## config.mk

```make
export PLATFORM = sky130hd
export DESIGN_NAME = retry_backoff_policy_flat
export DESIGN_NICKNAME = d
export VERILOG_FILES = /design/src/rtl/rbp_pkg.sv /design/src/rtl/rbp_req_if.sv /design/src/rtl/rbp_rsp_if.sv /design/src/rtl/rbp_csr.sv /design/src/rtl/rbp_decode.sv /design/src/rtl/rbp_ladder.sv /design/src/rtl/rbp_output.sv /design/src/rtl/retry_backoff_policy.sv /design/src/flat_wrapper.sv
export SDC_FILE = /design/constraint.sdc
export NUM_CORES = 1
export LEC_CHECK = 0
export BUFFER_PORTS_ARGS = -buffer_cell sky130_fd_sc_hd__clkbuf_2
export CORE_MARGIN = 4
export CORE_UTILIZATION = 40
export CTS_CLUSTER_SIZE = 28
export DETAILED_ROUTE_END_ITERATION = 10
export PLACE_DENSITY_LB_ADDON = 0.05
export SETUP_SLACK_MARGIN = 0.02
export SYNTH_ARGS = -nofsm -noshare
export SYNTH_HDL_FRONTEND = slang
export SYNTH_SLANG_ARGS = --single-unit
```

## constraint.sdc

```tcl
create_clock -name clock -period 9.5 [get_ports clock]
set_clock_uncertainty 0.1 [all_clocks]
set_input_delay 1.425 -clock clock [delete_from_list [all_inputs] [get_ports clock]]
set_output_delay 1.425 -clock clock [all_outputs]
set_load 0.01 [all_outputs]
```

## src/rtl/rbp_pkg.sv

```systemverilog
package rbp_pkg;

   localparam int COUNT_WIDTH_DEF = 16;
   localparam int TIME_WIDTH_DEF  = 40;

   // register field widths
   localparam int BASE_W     = 12;
   localparam int CEIL_W     = 17;
   localparam int ALIM_W     = 10;
   localparam int DLIM_W     = 14;
   localparam int CSR_IDX_W  = 3;
   localparam int CSR_DATA_W = 17;

   // shift distance at or beyond which any nonzero base exceeds any ceiling
   localparam int SHIFT_SPAN = CEIL_W;
   localparam int STEP_W     = $clog2(SHIFT_SPAN + 1);
   localparam int SHIFTED_W  = BASE_W + CEIL_W;

   // register indexes
   localparam logic [CSR_IDX_W-1:0] REG_RETRY_BASE = 3'd0;
   localparam logic [CSR_IDX_W-1:0] REG_CEILING    = 3'd1;
   localparam logic [CSR_IDX_W-1:0] REG_DEFER_BASE = 3'd2;
   localparam logic [CSR_IDX_W-1:0] REG_ATT_LIMIT  = 3'd3;
   localparam logic [CSR_IDX_W-1:0] REG_DEF_LIMIT  = 3'd4;

   // register reset values
   localparam logic [BASE_W-1:0] RETRY_BASE_RST = 12'd30;
   localparam logic [CEIL_W-1:0] CEILING_RST    = 17'd900;
   localparam logic [BASE_W-1:0] DEFER_BASE_RST = 12'd5;
   localparam logic [ALIM_W-1:0] ATT_LIMIT_RST  = 10'd8;
   localparam logic [DLIM_W-1:0] DEF_LIMIT_RST  = 14'd48;

   // outcome codes
   localparam logic [2:0] OC_OK         = 3'd0;
   localparam logic [2:0] OC_RETRYABLE  = 3'd1;
   localparam logic [2:0] OC_TIMEOUT    = 3'd2;
   localparam logic [2:0] OC_TERMINAL   = 3'd3;
   localparam logic [2:0] OC_NOT_READY  = 3'd4;
   localparam logic [2:0] OC_BUSY       = 3'd5;
   localparam logic [2:0] OC_INCOMPLETE = 3'd6;

   // status codes
   localparam logic [1:0] ST_SCHEDULED = 2'd0;
   localparam logic [1:0] ST_COMPLETED = 2'd1;
   localparam logic [1:0] ST_DEAD      = 2'd2;
   localparam logic [1:0] ST_FAILED    = 2'd3;

   typedef struct packed {
      logic [BASE_W-1:0] retry_base;
      logic [CEIL_W-1:0] ceiling;
      logic [BASE_W-1:0] dfr_base;
      logic [ALIM_W-1:0] att_limit;
      logic [DLIM_W-1:0] def_limit;
   } cfg_type;

   typedef struct packed {
      logic [1:0] status;
      logic       wait_en;
   } ctl_type;

endpackage

```

## src/rtl/rbp_req_if.sv

```systemverilog
interface rbp_req_if
   import rbp_pkg::*;
#(
   parameter int COUNT_WIDTH = COUNT_WIDTH_DEF,
   parameter int TIME_WIDTH  = TIME_WIDTH_DEF
) ();
   logic                   valid;
   logic                   ready;
   logic [2:0]             outcome;
   logic [COUNT_WIDTH-1:0] attempt_count;
   logic [COUNT_WIDTH-1:0] deferral_count;
   logic [TIME_WIDTH-1:0]  time_now;
   logic                   attempts_unbounded;
   logic                   deferrals_unbounded;

   modport source (output valid, outcome, attempt_count, deferral_count, time_now,
                   attempts_unbounded, deferrals_unbounded, input ready);
   modport sink   (input valid, outcome, attempt_count, deferral_count, time_now,
                   attempts_unbounded, deferrals_unbounded, output ready);
endinterface

```

## src/rtl/rbp_rsp_if.sv

```systemverilog
interface rbp_rsp_if
   import rbp_pkg::*;
#(
   parameter int COUNT_WIDTH = COUNT_WIDTH_DEF,
   parameter int TIME_WIDTH  = TIME_WIDTH_DEF
) ();
   logic                   valid;
   logic                   ready;
   logic [1:0]             new_status;
   logic [COUNT_WIDTH-1:0] new_attempt_count;
   logic [COUNT_WIDTH-1:0] new_deferral_count;
   logic [TIME_WIDTH:0]    next_attempt_time;

   modport source (output valid, new_status, new_attempt_count, new_deferral_count,
                   next_attempt_time, input ready);
   modport sink   (input valid, new_status, new_attempt_count, new_deferral_count,
                   next_attempt_time, output ready);
endinterface

```

## src/rtl/rbp_csr.sv

```systemverilog
module rbp_csr
   import rbp_pkg::*;
(
   input  logic                  clock,
   input  logic                  reset,
   input  logic                  csr_we,
   input  logic [CSR_IDX_W-1:0]  csr_index,
   input  logic [CSR_DATA_W-1:0] csr_wdata,
   output cfg_type               cfg
);
   cfg_type cfg_ff, cfg_in;

   always_comb begin
      cfg_in = cfg_ff;
      if (csr_we) begin
         unique case (csr_index)
            REG_RETRY_BASE: cfg_in.retry_base = csr_wdata[BASE_W-1:0];
            REG_CEILING:    cfg_in.ceiling    = csr_wdata[CEIL_W-1:0];
            REG_DEFER_BASE: cfg_in.dfr_base   = csr_wdata[BASE_W-1:0];
            REG_ATT_LIMIT:  cfg_in.att_limit  = csr_wdata[ALIM_W-1:0];
            REG_DEF_LIMIT:  cfg_in.def_limit  = csr_wdata[DLIM_W-1:0];
            default:        cfg_in = cfg_ff;
         endcase
      end
   end

   always_ff @(posedge clock) begin
      if (reset) begin
         cfg_ff.retry_base <= RETRY_BASE_RST;
         cfg_ff.ceiling    <= CEILING_RST;
         cfg_ff.dfr_base   <= DEFER_BASE_RST;
         cfg_ff.att_limit  <= ATT_LIMIT_RST;
         cfg_ff.def_limit  <= DEF_LIMIT_RST;
      end else begin
         cfg_ff <= cfg_in;
      end
   end

   assign cfg = cfg_ff;
endmodule

```

## src/rtl/rbp_decode.sv

```systemverilog
module rbp_decode
   import rbp_pkg::*;
#(
   parameter int COUNT_WIDTH = COUNT_WIDTH_DEF,
   parameter int TIME_WIDTH  = TIME_WIDTH_DEF
) (
   input  logic                   clock,
   input  logic                   reset,
   input  cfg_type                cfg,
   rbp_req_if.sink                req_chan,
   input  logic                   out_ready,
   output logic                   out_valid,
   output ctl_type                out_ctl,
   output logic [COUNT_WIDTH-1:0] out_att,
   output logic [COUNT_WIDTH-1:0] out_def,
   output logic [TIME_WIDTH-1:0]  out_time,
   output logic [BASE_W-1:0]      out_base,
   output logic [STEP_W-1:0]      out_steps,
   output logic                   out_far
);
   localparam logic [COUNT_WIDTH-1:0] COUNT_MAX = {COUNT_WIDTH{1'b1}};
   localparam int CMP_W = COUNT_WIDTH > DLIM_W ? COUNT_WIDTH : DLIM_W;

   logic                   valid_ff;
   ctl_type                ctl_ff, ctl_in;
   logic [COUNT_WIDTH-1:0] att_ff, att_in, def_ff, def_in;
   logic [TIME_WIDTH-1:0]  time_ff;
   logic [BASE_W-1:0]      base_ff, base_in;
   logic [STEP_W-1:0]      steps_ff, steps_in;
   logic                   far_ff, far_in;
   logic                   load;

   assign req_chan.ready = !valid_ff || out_ready;
   assign load = req_chan.valid && req_chan.ready;

   always_comb begin
      logic [COUNT_WIDTH-1:0] old_cnt;
      logic [COUNT_WIDTH-1:0] new_cnt;
      logic [COUNT_WIDTH-1:0] steps_full;
      logic                   counted;
      logic                   unb;
      logic [CMP_W-1:0]       limit;

      ctl_in.status  = ST_SCHEDULED;
      ctl_in.wait_en = 1'b0;
      att_in  = req_chan.attempt_count;
      def_in  = req_chan.deferral_count;
      base_in = cfg.retry_base;
      counted = 1'b0;
      old_cnt = req_chan.attempt_count;
      unb     = req_chan.attempts_unbounded;
      limit   = CMP_W'(cfg.att_limit);

      unique case (req_chan.outcome) inside
         OC_OK:       ctl_in.status = ST_COMPLETED;
         OC_TERMINAL: ctl_in.status = ST_FAILED;
         OC_RETRYABLE, OC_TIMEOUT: begin
            counted = 1'b1;
            def_in  = '0;
         end
         OC_NOT_READY, OC_BUSY: begin
            counted = 1'b1;
            old_cnt = req_chan.deferral_count;
            unb     = req_chan.deferrals_unbounded;
            limit   = CMP_W'(cfg.def_limit);
            base_in = cfg.dfr_base;
         end
         OC_INCOMPLETE: def_in = '0;
         default: ;
      endcase

      // saturating count; shift distance is new count minus one
      new_cnt    = (old_cnt == COUNT_MAX) ? COUNT_MAX : old_cnt + 1'b1;
      steps_full = (old_cnt == COUNT_MAX) ? COUNT_MAX - 1'b1 : old_cnt;
      far_in     = steps_full >= COUNT_WIDTH'(SHIFT_SPAN);
      steps_in   = steps_full[STEP_W-1:0];

      if (counted) begin
         if (req_chan.outcome == OC_NOT_READY || req_chan.outcome == OC_BUSY) begin
            def_in = new_cnt;
         end else begin
            att_in = new_cnt;
         end
         if (!unb && CMP_W'(new_cnt) >= limit) begin
            ctl_in.status = ST_DEAD;
         end else begin
            ctl_in.wait_en = 1'b1;
         end
      end
   end

   always_ff @(posedge clock) begin
      if (reset) begin
         valid_ff <= 1'b0;
      end else if (req_chan.ready) begin
         valid_ff <= req_chan.valid;
      end
   end

   always_ff @(posedge clock) begin
      if (load) begin
         ctl_ff   <= ctl_in;
         att_ff   <= att_in;
         def_ff   <= def_in;
         time_ff  <= req_chan.time_now;
         base_ff  <= base_in;
         steps_ff <= steps_in;
         far_ff   <= far_in;
      end
   end

   assign out_valid = valid_ff;
   assign out_ctl   = ctl_ff;
   assign out_att   = att_ff;
   assign out_def   = def_ff;
   assign out_time  = time_ff;
   assign out_base  = base_ff;
   assign out_steps = steps_ff;
   assign out_far   = far_ff;
endmodule

```

## src/rtl/rbp_ladder.sv

```systemverilog
module rbp_ladder
   import rbp_pkg::*;
#(
   parameter int COUNT_WIDTH = COUNT_WIDTH_DEF,
   parameter int TIME_WIDTH  = TIME_WIDTH_DEF
) (
   input  logic                   clock,
   input  logic                   reset,
   input  cfg_type                cfg,
   input  logic                   in_valid,
   output logic                   in_ready,
   input  ctl_type                in_ctl,
   input  logic [COUNT_WIDTH-1:0] in_att,
   input  logic [COUNT_WIDTH-1:0] in_def,
   input  logic [TIME_WIDTH-1:0]  in_time,
   input  logic [BASE_W-1:0]      in_base,
   input  logic [STEP_W-1:0]      in_steps,
   input  logic                   in_far,
   input  logic                   out_ready,
   output logic                   out_valid,
   output ctl_type                out_ctl,
   output logic [COUNT_WIDTH-1:0] out_att,
   output logic [COUNT_WIDTH-1:0] out_def,
   output logic [TIME_WIDTH-1:0]  out_time,
   output logic [CEIL_W-1:0]      out_delay
);
   // shift stage
   logic                   sh_valid_ff;
   ctl_type                sh_ctl_ff;
   logic [COUNT_WIDTH-1:0] sh_att_ff, sh_def_ff;
   logic [TIME_WIDTH-1:0]  sh_time_ff;
   logic [SHIFTED_W-1:0]   sh_val_ff, sh_val_in;
   logic                   sh_cap_ff, sh_cap_in;
   logic                   sh_ready;

   // clamp stage
   logic                   cl_valid_ff;
   ctl_type                cl_ctl_ff;
   logic [COUNT_WIDTH-1:0] cl_att_ff, cl_def_ff;
   logic [TIME_WIDTH-1:0]  cl_time_ff;
   logic [CEIL_W-1:0]      cl_delay_ff, cl_delay_in;
   logic                   cl_ready;

   assign cl_ready = !cl_valid_ff || out_ready;
   assign sh_ready = !sh_valid_ff || cl_ready;
   assign in_ready = sh_ready;

   // with a wait, a zero base or a long shift lands on the ceiling
   always_comb begin
      sh_val_in = SHIFTED_W'(in_base) << in_steps;
      sh_cap_in = in_far || (in_base == '0);
   end

   always_comb begin
      if (!sh_ctl_ff.wait_en) begin
         cl_delay_in = '0;
      end else if (sh_cap_ff || sh_val_ff > SHIFTED_W'(cfg.ceiling)) begin
         cl_delay_in = cfg.ceiling;
      end else begin
         cl_delay_in = sh_val_ff[CEIL_W-1:0];
      end
   end

   always_ff @(posedge clock) begin
      if (reset) begin
         sh_valid_ff <= 1'b0;
         cl_valid_ff <= 1'b0;
      end else begin
         if (sh_ready) sh_valid_ff <= in_valid;
         if (cl_ready) cl_valid_ff <= sh_valid_ff;
      end
   end

   always_ff @(posedge clock) begin
      if (in_valid && sh_ready) begin
         sh_ctl_ff  <= in_ctl;
         sh_att_ff  <= in_att;
         sh_def_ff  <= in_def;
         sh_time_ff <= in_time;
         sh_val_ff  <= sh_val_in;
         sh_cap_ff  <= sh_cap_in;
      end
      if (sh_valid_ff && cl_ready) begin
         cl_ctl_ff   <= sh_ctl_ff;
         cl_att_ff   <= sh_att_ff;
         cl_def_ff   <= sh_def_ff;
         cl_time_ff  <= sh_time_ff;
         cl_delay_ff <= cl_delay_in;
      end
   end

   assign out_valid = cl_valid_ff;
   assign out_ctl   = cl_ctl_ff;
   assign out_att   = cl_att_ff;
   assign out_def   = cl_def_ff;
   assign out_time  = cl_time_ff;
   assign out_delay = cl_delay_ff;
endmodule

```

## src/rtl/rbp_output.sv

```systemverilog
module rbp_output
   import rbp_pkg::*;
#(
   parameter int COUNT_WIDTH = COUNT_WIDTH_DEF,
   parameter int TIME_WIDTH  = TIME_WIDTH_DEF
) (
   input  logic                   clock,
   input  logic                   reset,
   input  logic                   in_valid,
   output logic                   in_ready,
   input  ctl_type                in_ctl,
   input  logic [COUNT_WIDTH-1:0] in_att,
   input  logic [COUNT_WIDTH-1:0] in_def,
   input  logic [TIME_WIDTH-1:0]  in_time,
   input  logic [CEIL_W-1:0]      in_delay,
   rbp_rsp_if.source              rsp_chan
);
   logic                   valid_ff;
   logic [1:0]             status_ff;
   logic [COUNT_WIDTH-1:0] att_ff, def_ff;
   logic [TIME_WIDTH:0]    next_ff, next_in;

   assign in_ready = !valid_ff || rsp_chan.ready;
   assign next_in  = (TIME_WIDTH + 1)'(in_time) + (TIME_WIDTH + 1)'(in_delay);

   always_ff @(posedge clock) begin
      if (reset) begin
         valid_ff <= 1'b0;
      end else if (in_ready) begin
         valid_ff <= in_valid;
      end
   end

   always_ff @(posedge clock) begin
      if (in_valid && in_ready) begin
         status_ff <= in_ctl.status;
         att_ff    <= in_att;
         def_ff    <= in_def;
         next_ff   <= next_in;
      end
   end

   assign rsp_chan.valid              = valid_ff;
   assign rsp_chan.new_status         = status_ff;
   assign rsp_chan.new_attempt_count  = att_ff;
   assign rsp_chan.new_deferral_count = def_ff;
   assign rsp_chan.next_attempt_time  = next_ff;
endmodule

```

## src/rtl/retry_backoff_policy.sv

```systemverilog
// Capped exponential backoff for task retries and deferrals.
//
// req_chan carries one task outcome per beat (outcome code, attempt and
// deferral counts, current time, per-type unbounded flags). rsp_chan returns
// one decision beat per request, in order: new status, updated counts and
// next attempt time. csr_* writes the five policy registers; write only
// while no request is in flight.
//
// Pipeline: decode/limit test, ladder shift, ceiling clamp, time add. Each
// stage is a register: the decode register loads at the edge that accepts
// a request, then the shift, clamp and output registers load in turn, and
// the output register drives rsp_chan. While rsp_chan.ready is high, one
// beat can be taken every cycle. The time add is the widest single-cycle path.
//
// Reset (synchronous, active high) empties the pipeline and loads the
// register defaults. When the receiver stalls, the output beat holds and the
// stages behind it keep filling; req_chan.ready drops only once every stage
// is occupied, so nothing is dropped or repeated. With rsp_chan.ready high,
// req_chan.ready is high too.
module retry_backoff_policy
   import rbp_pkg::*;
#(
   parameter int COUNT_WIDTH = COUNT_WIDTH_DEF,
   parameter int TIME_WIDTH  = TIME_WIDTH_DEF
) (
   input  logic                  clock,
   input  logic                  reset,
   rbp_req_if.sink               req_chan,
   rbp_rsp_if.source             rsp_chan,
   input  logic                  csr_we,
   input  logic [CSR_IDX_W-1:0]  csr_index,
   input  logic [CSR_DATA_W-1:0] csr_wdata
);
   cfg_type cfg;

   // decode -> ladder
   logic                   d_valid, d_ready, d_far;
   ctl_type                d_ctl;
   logic [COUNT_WIDTH-1:0] d_att, d_def;
   logic [TIME_WIDTH-1:0]  d_time;
   logic [BASE_W-1:0]      d_base;
   logic [STEP_W-1:0]      d_steps;

   // ladder -> output
   logic                   l_valid, l_ready;
   ctl_type                l_ctl;
   logic [COUNT_WIDTH-1:0] l_att, l_def;
   logic [TIME_WIDTH-1:0]  l_time;
   logic [CEIL_W-1:0]      l_delay;

   rbp_csr u_csr (
      .clock     (clock),
      .reset     (reset),
      .csr_we    (csr_we),
      .csr_index (csr_index),
      .csr_wdata (csr_wdata),
      .cfg       (cfg)
   );

   // counts, status and shift distance
   rbp_decode #(.COUNT_WIDTH(COUNT_WIDTH), .TIME_WIDTH(TIME_WIDTH)) u_decode (
      .clock     (clock),
      .reset     (reset),
      .cfg       (cfg),
      .req_chan  (req_chan),
      .out_ready (d_ready),
      .out_valid (d_valid),
      .out_ctl   (d_ctl),
      .out_att   (d_att),
      .out_def   (d_def),
      .out_time  (d_time),
      .out_base  (d_base),
      .out_steps (d_steps),
      .out_far   (d_far)
   );

   // min(base << (n-1), ceiling), ceiling for a zero base, zero when no wait
   rbp_ladder #(.COUNT_WIDTH(COUNT_WIDTH), .TIME_WIDTH(TIME_WIDTH)) u_ladder (
      .clock     (clock),
      .reset     (reset),
      .cfg       (cfg),
      .in_valid  (d_valid),
      .in_ready  (d_ready),
      .in_ctl    (d_ctl),
      .in_att    (d_att),
      .in_def    (d_def),
      .in_time   (d_time),
      .in_base   (d_base),
      .in_steps  (d_steps),
      .in_far    (d_far),
      .out_ready (l_ready),
      .out_valid (l_valid),
      .out_ctl   (l_ctl),
      .out_att   (l_att),
      .out_def   (l_def),
      .out_time  (l_time),
      .out_delay (l_delay)
   );

   // time add and output register
   rbp_output #(.COUNT_WIDTH(COUNT_WIDTH), .TIME_WIDTH(TIME_WIDTH)) u_output (
      .clock    (clock),
      .reset    (reset),
      .in_valid (l_valid),
      .in_ready (l_ready),
      .in_ctl   (l_ctl),
      .in_att   (l_att),
      .in_def   (l_def),
      .in_time  (l_time),
      .in_delay (l_delay),
      .rsp_chan (rsp_chan)
   );
endmodule

```

## src/flat_wrapper.sv

```systemverilog
// flat-port wrapper written by rule: the top's interface ports become plain ports
module retry_backoff_policy_flat import rbp_pkg::*;
#(
   parameter int COUNT_WIDTH = COUNT_WIDTH_DEF,
   parameter int TIME_WIDTH  = TIME_WIDTH_DEF
)
  (clock, reset, csr_we, csr_index, csr_wdata, req_chan_valid, req_chan_outcome, req_chan_attempt_count, req_chan_deferral_count, req_chan_time_now, req_chan_attempts_unbounded, req_chan_deferrals_unbounded, req_chan_ready, rsp_chan_valid, rsp_chan_new_status, rsp_chan_new_attempt_count, rsp_chan_new_deferral_count, rsp_chan_next_attempt_time, rsp_chan_ready);
  rbp_req_if #(.COUNT_WIDTH(COUNT_WIDTH), .TIME_WIDTH(TIME_WIDTH)) req_chan_i ();
  rbp_rsp_if #(.COUNT_WIDTH(COUNT_WIDTH), .TIME_WIDTH(TIME_WIDTH)) rsp_chan_i ();
  input  logic clock;
  input  logic reset;
  input  logic csr_we;
  input  logic [CSR_IDX_W-1:0] csr_index;
  input  logic [CSR_DATA_W-1:0] csr_wdata;
  input wire logic [$bits(req_chan_i.valid)-1:0] req_chan_valid;
  input wire logic [$bits(req_chan_i.outcome)-1:0] req_chan_outcome;
  input wire logic [$bits(req_chan_i.attempt_count)-1:0] req_chan_attempt_count;
  input wire logic [$bits(req_chan_i.deferral_count)-1:0] req_chan_deferral_count;
  input wire logic [$bits(req_chan_i.time_now)-1:0] req_chan_time_now;
  input wire logic [$bits(req_chan_i.attempts_unbounded)-1:0] req_chan_attempts_unbounded;
  input wire logic [$bits(req_chan_i.deferrals_unbounded)-1:0] req_chan_deferrals_unbounded;
  output wire logic [$bits(req_chan_i.ready)-1:0] req_chan_ready;
  output wire logic [$bits(rsp_chan_i.valid)-1:0] rsp_chan_valid;
  output wire logic [$bits(rsp_chan_i.new_status)-1:0] rsp_chan_new_status;
  output wire logic [$bits(rsp_chan_i.new_attempt_count)-1:0] rsp_chan_new_attempt_count;
  output wire logic [$bits(rsp_chan_i.new_deferral_count)-1:0] rsp_chan_new_deferral_count;
  output wire logic [$bits(rsp_chan_i.next_attempt_time)-1:0] rsp_chan_next_attempt_time;
  input wire logic [$bits(rsp_chan_i.ready)-1:0] rsp_chan_ready;
  assign req_chan_i.valid = req_chan_valid;
  assign req_chan_i.outcome = req_chan_outcome;
  assign req_chan_i.attempt_count = req_chan_attempt_count;
  assign req_chan_i.deferral_count = req_chan_deferral_count;
  assign req_chan_i.time_now = req_chan_time_now;
  assign req_chan_i.attempts_unbounded = req_chan_attempts_unbounded;
  assign req_chan_i.deferrals_unbounded = req_chan_deferrals_unbounded;
  assign req_chan_ready = req_chan_i.ready;
  assign rsp_chan_valid = rsp_chan_i.valid;
  assign rsp_chan_new_status = rsp_chan_i.new_status;
  assign rsp_chan_new_attempt_count = rsp_chan_i.new_attempt_count;
  assign rsp_chan_new_deferral_count = rsp_chan_i.new_deferral_count;
  assign rsp_chan_next_attempt_time = rsp_chan_i.next_attempt_time;
  assign rsp_chan_i.ready = rsp_chan_ready;
  retry_backoff_policy #(.COUNT_WIDTH(COUNT_WIDTH), .TIME_WIDTH(TIME_WIDTH)) u_core (.clock(clock), .reset(reset), .req_chan(req_chan_i), .rsp_chan(rsp_chan_i), .csr_we(csr_we), .csr_index(csr_index), .csr_wdata(csr_wdata));
endmodule
```

After elaboration in Yosys (flattened, before gate mapping) --
Cells that the tools add are included.
Operators by class: reduce and logical (&&, ||, !) cells 28, shift operators 1, add/subtract/negate cells 2, eq/ne operators 11, multiplexer cells 17, $lt $le $gt $ge 3
Operator list (count):
- $mux W16 | 8
- $add A40 B17 Y41 | 1
- $gt A29 B17 Y1 | 1
- $shl A12 B5 Y29 | 1
- $mux W17 | 1
- $add A16 B1 Y16 const B | 1
- $eq A16 B16 Y1 const B | 1
- $ge A16 B16 Y1 | 1
- $ge A16 B5 Y1 const B | 1
- $mux W14 | 1
- $eq A3 B2 Y1 const B | 4
- $eq A3 B3 Y1 const B | 4
- $logic_not A12 Y1 | 1
- $mux W12 | 1
- $reduce_and A2 Y1 | 5
- $logic_or A1 B1 Y1 | 7
- $eq A3 B1 Y1 const B | 2
- $logic_not A3 Y1 | 2
- $logic_and A1 B1 Y1 | 5
- $logic_not A1 Y1 | 5
- $pmux W2 S2 | 1
- $reduce_or A4 Y1 | 1
- $mux W1 | 3
- $mux W3 | 1
- other kinds (3) | 3
Word-level totals: output and inout port bits 77, register bits after elaboration 433

Depth between registers and ports, before layout --
depth in word-level cells 9, mapped depth 24

Cells and area by module --
Synthesis repeated with hierarchy kept, for this count alone.
Second synthesis, totals: cell total of the unflattened synthesis 1424, area total of the unflattened synthesis 18938.2 µm²
By module, submodules not included:
- rbp_ladder | area an instance 7621.1 µm², cells each 457, instances 1, seq. area each 5955.7 µm²
- rbp_decode | area an instance 4842.1 µm², cells each 425, instances 1, seq. area each 2812.7 µm²
- rbp_output | area an instance 3828.7 µm², cells each 296, instances 1, seq. area each 2272.2 µm²
- rbp_csr | area an instance 2646.3 µm², cells each 246, instances 1, seq. area each 1301.2 µm²

Least setup slack after synthesis --
Ideal clock, no wire load.
path type input-to-reg, start in rsp_chan_ready, end reg u_core.u_ladder.cl_att_ff[0] (netlist: u_core.u_ladder.out_att[0]) (enable), buffers on the path 0, arrival time 8.102 ns, cell stages on the path 2, library setup time 0.680 ns, path slack 0.618 ns, path through nor2b_1 > a21boi_0
On the way: cells in the longest elaborated chain, start to end 3
Ends and longest elaborated chain:
- start, declared | RTL line flat_wrapper.sv:28 | input wire logic [$bits(rsp_chan_i.ready)-1:0] rsp_chan_ready;
- $logic_or A1 B1 Y1 | RTL line rbp_output.sv:23 | assign in_ready = !valid_ff || rsp_chan.ready;
- $logic_or A1 B1 Y1 | RTL line rbp_ladder.sv:44 | assign cl_ready = !cl_valid_ff || out_ready;
- $logic_and A1 B1 Y1 | RTL line rbp_ladder.sv:83 | if (sh_valid_ff && cl_ready) begin
- end signal, assigned | RTL line rbp_ladder.sv:85 | cl_att_ff <= sh_att_ff;
- end, declared | RTL line rbp_ladder.sv:39 | logic [COUNT_WIDTH-1:0] cl_att_ff, cl_def_ff;
Every way passes these cells. A chain may end at the register's enable or synchronous reset.

Worst setup path in the final report --
start in req_chan_outcome[2], end reg u_core.u_decode.ctl_ff, in the netlist u_core.u_decode.out_ctl[0] (data pin)
On the way: cells in the longest elaborated chain, start to end 8, elaborated cells on any way between the ends 17, classes of those cells add/sub (1); order compare (1); eq/ne (5); mux (6); reduce/logical (4)
Ends and longest elaborated chain:
- start, declared | RTL line flat_wrapper.sv:16 | input wire logic [$bits(req_chan_i.outcome)-1:0] req_chan_outcome;
- $eq A3 B3 Y1
- $reduce_or A2 Y1 | RTL line rbp_decode.sv:54 | unique case (req_chan.outcome) inside
- $mux W16 | RTL line rbp_decode.sv:54
- $add A16 B1 Y16 / $eq A16 B16 Y1 (equally long branches) | RTL line rbp_decode.sv:73 | new_cnt = (old_cnt == COUNT_MAX) ? COUNT_MAX : old_cnt + 1'b1;
- $mux W16 | RTL line rbp_decode.sv:73
- $ge A16 B16 Y1 | RTL line rbp_decode.sv:84 | if (!unb && CMP_W'(new_cnt) >= limit) begin
- $logic_and A1 B1 Y1 | RTL line rbp_decode.sv:84
- $mux W1 | RTL line rbp_decode.sv:84
- end signal, assigned | RTL line rbp_decode.sv:102 | ctl_ff <= ctl_in;
- end, declared | RTL line rbp_decode.sv:25 | ctl_type ctl_ff, ctl_in;
Several ways; a longest one is shown, not always the timed one.

==> flow_summary.yaml <==
timing:
  worst_slew_margin_rel_pct: 27.4
  maxSlewViolCount: 0
  setup_repair_after_global_routing_missed_its_margin: "false"
  timing_hold_violations_final: 0
  worstMarginPinSlew_ps: 1090
  min_period_over_period_pct: 61.1
  total_setup_violations_reported_at_the_end_of_the_flow: 0
  fin_tns_setup_ps: 0
  max_freq_ghz: 0.172
  layout_min_cycle_time_ps: 5800
pwr:
  power.ir.vdd_worst_mv: 0.114
  static-leakage-power_nw: 7.88
  totalPowerFinal_w: 0.00425
  pwr_density_cell_nw_per_um2: 200
clock_tree:
  clock_sinks: 433
  numCtsBuffers: 46
  worstSkewPairLatency_ps: 580
  clkTransAtPathRegs_ps: 60
  tritoncts: "done"
  cts-hold-fix-buffers: 0
  cts_setup_buffers: 0
  htree_num_levels: 2
  max-clock-path-buffers: 3
  cts_root_buffer: "sky130_fd_sc_hd__clkbuf_16"
  postCtsResizedCells: 0
finish:
  antenna_cells: 0
  final_layout_size_suffix_gt1_share_pct: 18.1
  num-nets-final: 1785
  flow.area_growth_from_synthesis_pct: 16.7
detailed_routing:
  dr.first_iter.drc_count: 816
  drtAntennaViolNets: 0
  vias_per_cell: 5.11
  drt-total-wl_um: 42900
  drt-pass1-iter-count: 5
  drc: 0
  vias: 11600
  routed_wire_length_per_instance_um: 18.9
placed_design:
  io_buffer_count: 178
  place.detailed.hpwl_um: 30200
  gp_routability_congestion: 0.825
synthesis:
  synthesis.nets: 1607
  synthesis.area_um2: 18300
  syn-mean-instance-area_um2: 12.6
  synth_edf_count: 364
  top_cell_type_by_total_area_after_synthesis: "sky130_fd_sc_hd__edfxtp_1"
  yosysWarnings: 0
  proportion_of_synthesized_flip_flops_having_asynchronous_set_or_reset_pct: 0
  syn-instance-count: 1455
  synth_top_area_share_pct: 59.9
  synth_flop_cell: "sky130_fd_sc_hd__edfxtp_1"
  synth.distinct_cells: 63
  yosys-top-cells-area: "sky130_fd_sc_hd__edfxtp_1, sky130_fd_sc_hd__dfxtp_1, sky130_fd_sc_hd__nand2_1, sky130_fd_sc_hd__ha_1, sky130_fd_sc_hd__a21oi_1"
  synth-seq-cells: 433
  synth_sequential_area_ratio_pct: 67.4
floorplanning:
  floorplan.rows: 78
  fp.dieH_um: 222
  floorplan.die_area_um2: 49100
  die_w_um: 222
  num_io_pins: 179
  core_area_um2: 45300
  start_util_pct: 40.3
min_path:
  min_path_cells: 0
  hold_path_startpoint: "u_core.u_decode.out_def[13]"
  worstHoldEndpoint: "u_core.u_ladder.sh_def_ff[13]"
  hp-class: "register to register"
grt:
  grt_pass1_vias: 11200
  top_usage_layer: "met2"
  grt-ovfl-total: 0
  grt_max_degree: 75
  wire_length_of_the_first_global_routing_pass_um: 66000
  globalRouteTotalUtil_pct: 17.1
  global_route.usage.met3_pct: 3.44
  met1_track_utilization_from_global_routing_pct: 25.6
  grt_antenna_before_repair: 0
  grt_util_met2_pct: 26.0
worst_setup_path:
  worst_setup_path_start_kind: "input pin"
  timing.reg2reg.setup_slack_ps: 6270
  critical_path.reg2reg.endpoint: "u_core.u_ladder.out_delay[8]"
  rr_startpoint: "u_core.u_ladder.sh_val_ff[12]"
  worst_ep_arrival_time_ps: 5990
  critical_path_required_ps: 9680
  r2r_cells: 9
  timing.critical_path.fanout_max: 51
  worst_setup_path_end_kind: "register"
  path_class: "input pin to register"
outcome:
  status: "finished, final reports clean"
job:
  max_cap_violations: 0
-- layer usage --
layer / wire [um] / part of all wire [%]
met5: 0 / 0
met4: 774 / 1.8
met3: 2370 / 5.5
met2: 19100 / 45
met1: 20600 / 48
-- power breakdown --
group | switching (W) | internal, W
clock network | 0.000717 | 0.00108
logic | 0.000181 | 0.000102
registers | 0.0000354 | 0.00214
total | 0.000934 | 0.00332
-- placed cells by master (no fill, tap or decap), types with 4 or more instances in the layout --
cell	instances
sky130_fd_sc_hd__buf_4	15
sky130_fd_sc_hd__clkinv_1	8
sky130_fd_sc_hd__mux4_2	5
sky130_fd_sc_hd__mux2_2	14
sky130_fd_sc_hd__clkbuf_16	47
sky130_fd_sc_hd__mux2i_1	33
sky130_fd_sc_hd__nand2b_1	7
sky130_fd_sc_hd__edfxtp_1	364
sky130_fd_sc_hd__a211o_1	4
sky130_fd_sc_hd__dfxtp_1	69
sky130_fd_sc_hd__xor2_1	24
sky130_fd_sc_hd__nand4_1	14
sky130_fd_sc_hd__or3_1	4
sky130_fd_sc_hd__o21ai_0	74
sky130_fd_sc_hd__a21o_1	9
sky130_fd_sc_hd__a31oi_1	10
sky130_fd_sc_hd__xnor2_1	24
sky130_fd_sc_hd__nand2_1	274
sky130_fd_sc_hd__nor3_1	13
sky130_fd_sc_hd__and3_1	20
sky130_fd_sc_hd__o22ai_1	9
sky130_fd_sc_hd__and2_1	6
sky130_fd_sc_hd__clkbuf_2	178
sky130_fd_sc_hd__a21boi_0	5
sky130_fd_sc_hd__clkbuf_1	13
sky130_fd_sc_hd__ha_1	49
sky130_fd_sc_hd__bufinv_16	6
sky130_fd_sc_hd__a22o_1	7
sky130_fd_sc_hd__a211oi_1	10
sky130_fd_sc_hd__clkinv_2	8
sky130_fd_sc_hd__o211ai_1	5
sky130_fd_sc_hd__inv_1	39
sky130_fd_sc_hd__nor2b_1	12
sky130_fd_sc_hd__nor4_1	8
sky130_fd_sc_hd__nor2_1	69
sky130_fd_sc_hd__a21oi_1	113
sky130_fd_sc_hd__nand3_1	35
sky130_fd_sc_hd__or2_2	6
sky130_fd_sc_hd__nand3b_1	12
-- kinds of logic (layout without fill, tap and decap cells) --
| logic type | Yosys count | after routing | synth area share [%] |
|---|---|---|---|
| AOI/OAI and AO/OA | 268 | 268 | 8.44 |
| buffers and inverters | 102 | 318 | 2.28 |
| muxes | 56 | 56 | 3.69 |
| and+or+nand+nor | 498 | 498 | 12.4 |
| adders and majority gates | 50 | 50 | 3.47 |
| xor gates and xnor gates | 48 | 48 | 2.30 |
| DFF | 433 | 433 | 67.4 |
-- worst max-delay path by stage --
stage	slack, ps	to	start	depth (start not counted)
after floorplan	620	u_core.u_ladder.out_att[0]	rsp_chan_ready	2
after global placement	3240	u_core.u_decode.out_ctl[0]	req_chan_outcome[2]	19
after detailed placement	3140	u_core.u_decode.out_ctl[0]	req_chan_outcome[2]	19
after CTS	3750	u_core.u_decode.out_ctl[0]	req_chan_outcome[2]	19
after global routing	3360	u_core.u_decode.out_ctl[0]	req_chan_outcome[2]	19
final	3700	u_core.u_decode.out_ctl[0]	req_chan_outcome[2]	19
-- cell type report --
| class | instances | area [um2] |
|---|---|---|
| flip-flops and latches | 433 | 12300 |
| multi-input cells | 920 | 5580 |
| clock buffers | 61 | 1240 |
| clock inverters | 25 | 284 |
| well taps | 600 | 751 |
| inverters | 39 | 146 |
| repair buffers | 193 | 1000 |
| fillers | 4181 | 24000 |
-- worst max-delay path, cell delays in order --
cell and delay [ps]:
sky130_fd_sc_hd__clkbuf_2 160, sky130_fd_sc_hd__nor2b_4 160, sky130_fd_sc_hd__buf_4 510, sky130_fd_sc_hd__mux2_2 360, sky130_fd_sc_hd__ha_1 270, sky130_fd_sc_hd__nand2_1 70, sky130_fd_sc_hd__mux2i_1 390, sky130_fd_sc_hd__nand3_2 290
sky130_fd_sc_hd__nor2_4 260, sky130_fd_sc_hd__nand3_2 440, sky130_fd_sc_hd__and2_1 390, sky130_fd_sc_hd__ha_1 280, sky130_fd_sc_hd__nor2b_1 40, sky130_fd_sc_hd__o21ai_0 150, sky130_fd_sc_hd__a21oi_1 80, sky130_fd_sc_hd__o21ai_0 180
sky130_fd_sc_hd__o211ai_1 170, sky130_fd_sc_hd__a41oi_1 250, sky130_fd_sc_hd__a21oi_1 60
-- through the flow --
stage                     util (%)  setup WS [ps]  instance area [um2]  hold slack (ps)  instances
after floorplan                  -            618                18300              300       1455
after global placement        43.7           3240                19800              300       2185
after detailed placement      43.7           3140                19800              305       2185
after CTS                     47.1           3750                21300              314       2271
after global routing          47.1           3360                21300              321       2271
final                         47.1           3700                21300              313       2271
-- Yosys cell counts (3+ instances only) --
library cell               number
sky130_fd_sc_hd__a31oi_1       10
sky130_fd_sc_hd__dfxtp_1       69
sky130_fd_sc_hd__a211oi_1      10
sky130_fd_sc_hd__mux4_2         5
sky130_fd_sc_hd__clkbuf_1      47
sky130_fd_sc_hd__mux2_2        14
sky130_fd_sc_hd__o22ai_1        9
sky130_fd_sc_hd__nand2b_1       8
sky130_fd_sc_hd__nand3_1       35
sky130_fd_sc_hd__nor2b_1       15
sky130_fd_sc_hd__inv_1         39
sky130_fd_sc_hd__or3_1          4
sky130_fd_sc_hd__xor2_1        24
sky130_fd_sc_hd__nor4_1         8
sky130_fd_sc_hd__mux2i_1       33
sky130_fd_sc_hd__a21oi_1      114
sky130_fd_sc_hd__or4_1          3
sky130_fd_sc_hd__xnor2_1       24
sky130_fd_sc_hd__nand2_1      274
sky130_fd_sc_hd__a211o_1        4
sky130_fd_sc_hd__o21ai_0       74
sky130_fd_sc_hd__and2_1         6
sky130_fd_sc_hd__a22o_1         7
sky130_fd_sc_hd__ha_1          49
sky130_fd_sc_hd__edfxtp_1     364
sky130_fd_sc_hd__buf_6          3
sky130_fd_sc_hd__a21boi_0       6
sky130_fd_sc_hd__nor2_1        69
sky130_fd_sc_hd__or2_2          6
sky130_fd_sc_hd__a21o_1         9
sky130_fd_sc_hd__nor3_1        13
sky130_fd_sc_hd__and3_1        20
sky130_fd_sc_hd__buf_1          8
sky130_fd_sc_hd__buf_2          3
sky130_fd_sc_hd__o21a_1         3
sky130_fd_sc_hd__nand3b_1      12
sky130_fd_sc_hd__o211ai_1       5
sky130_fd_sc_hd__nand4_1       14
-- sequential cells by signal, summed over array words and instances (netlist names), 17 cells and up --
signal,cells
u_core.u_ladder.out_delay,17
u_core.u_ladder.out_time,40
u_core.u_csr.cfg,65
u_core.u_output.rsp_chan.next_attempt_time,41
u_core.u_ladder.sh_time_ff,40
u_core.u_decode.out_time,40
u_core.u_ladder.sh_val_ff,29
(Power assumes the default switching activity.)
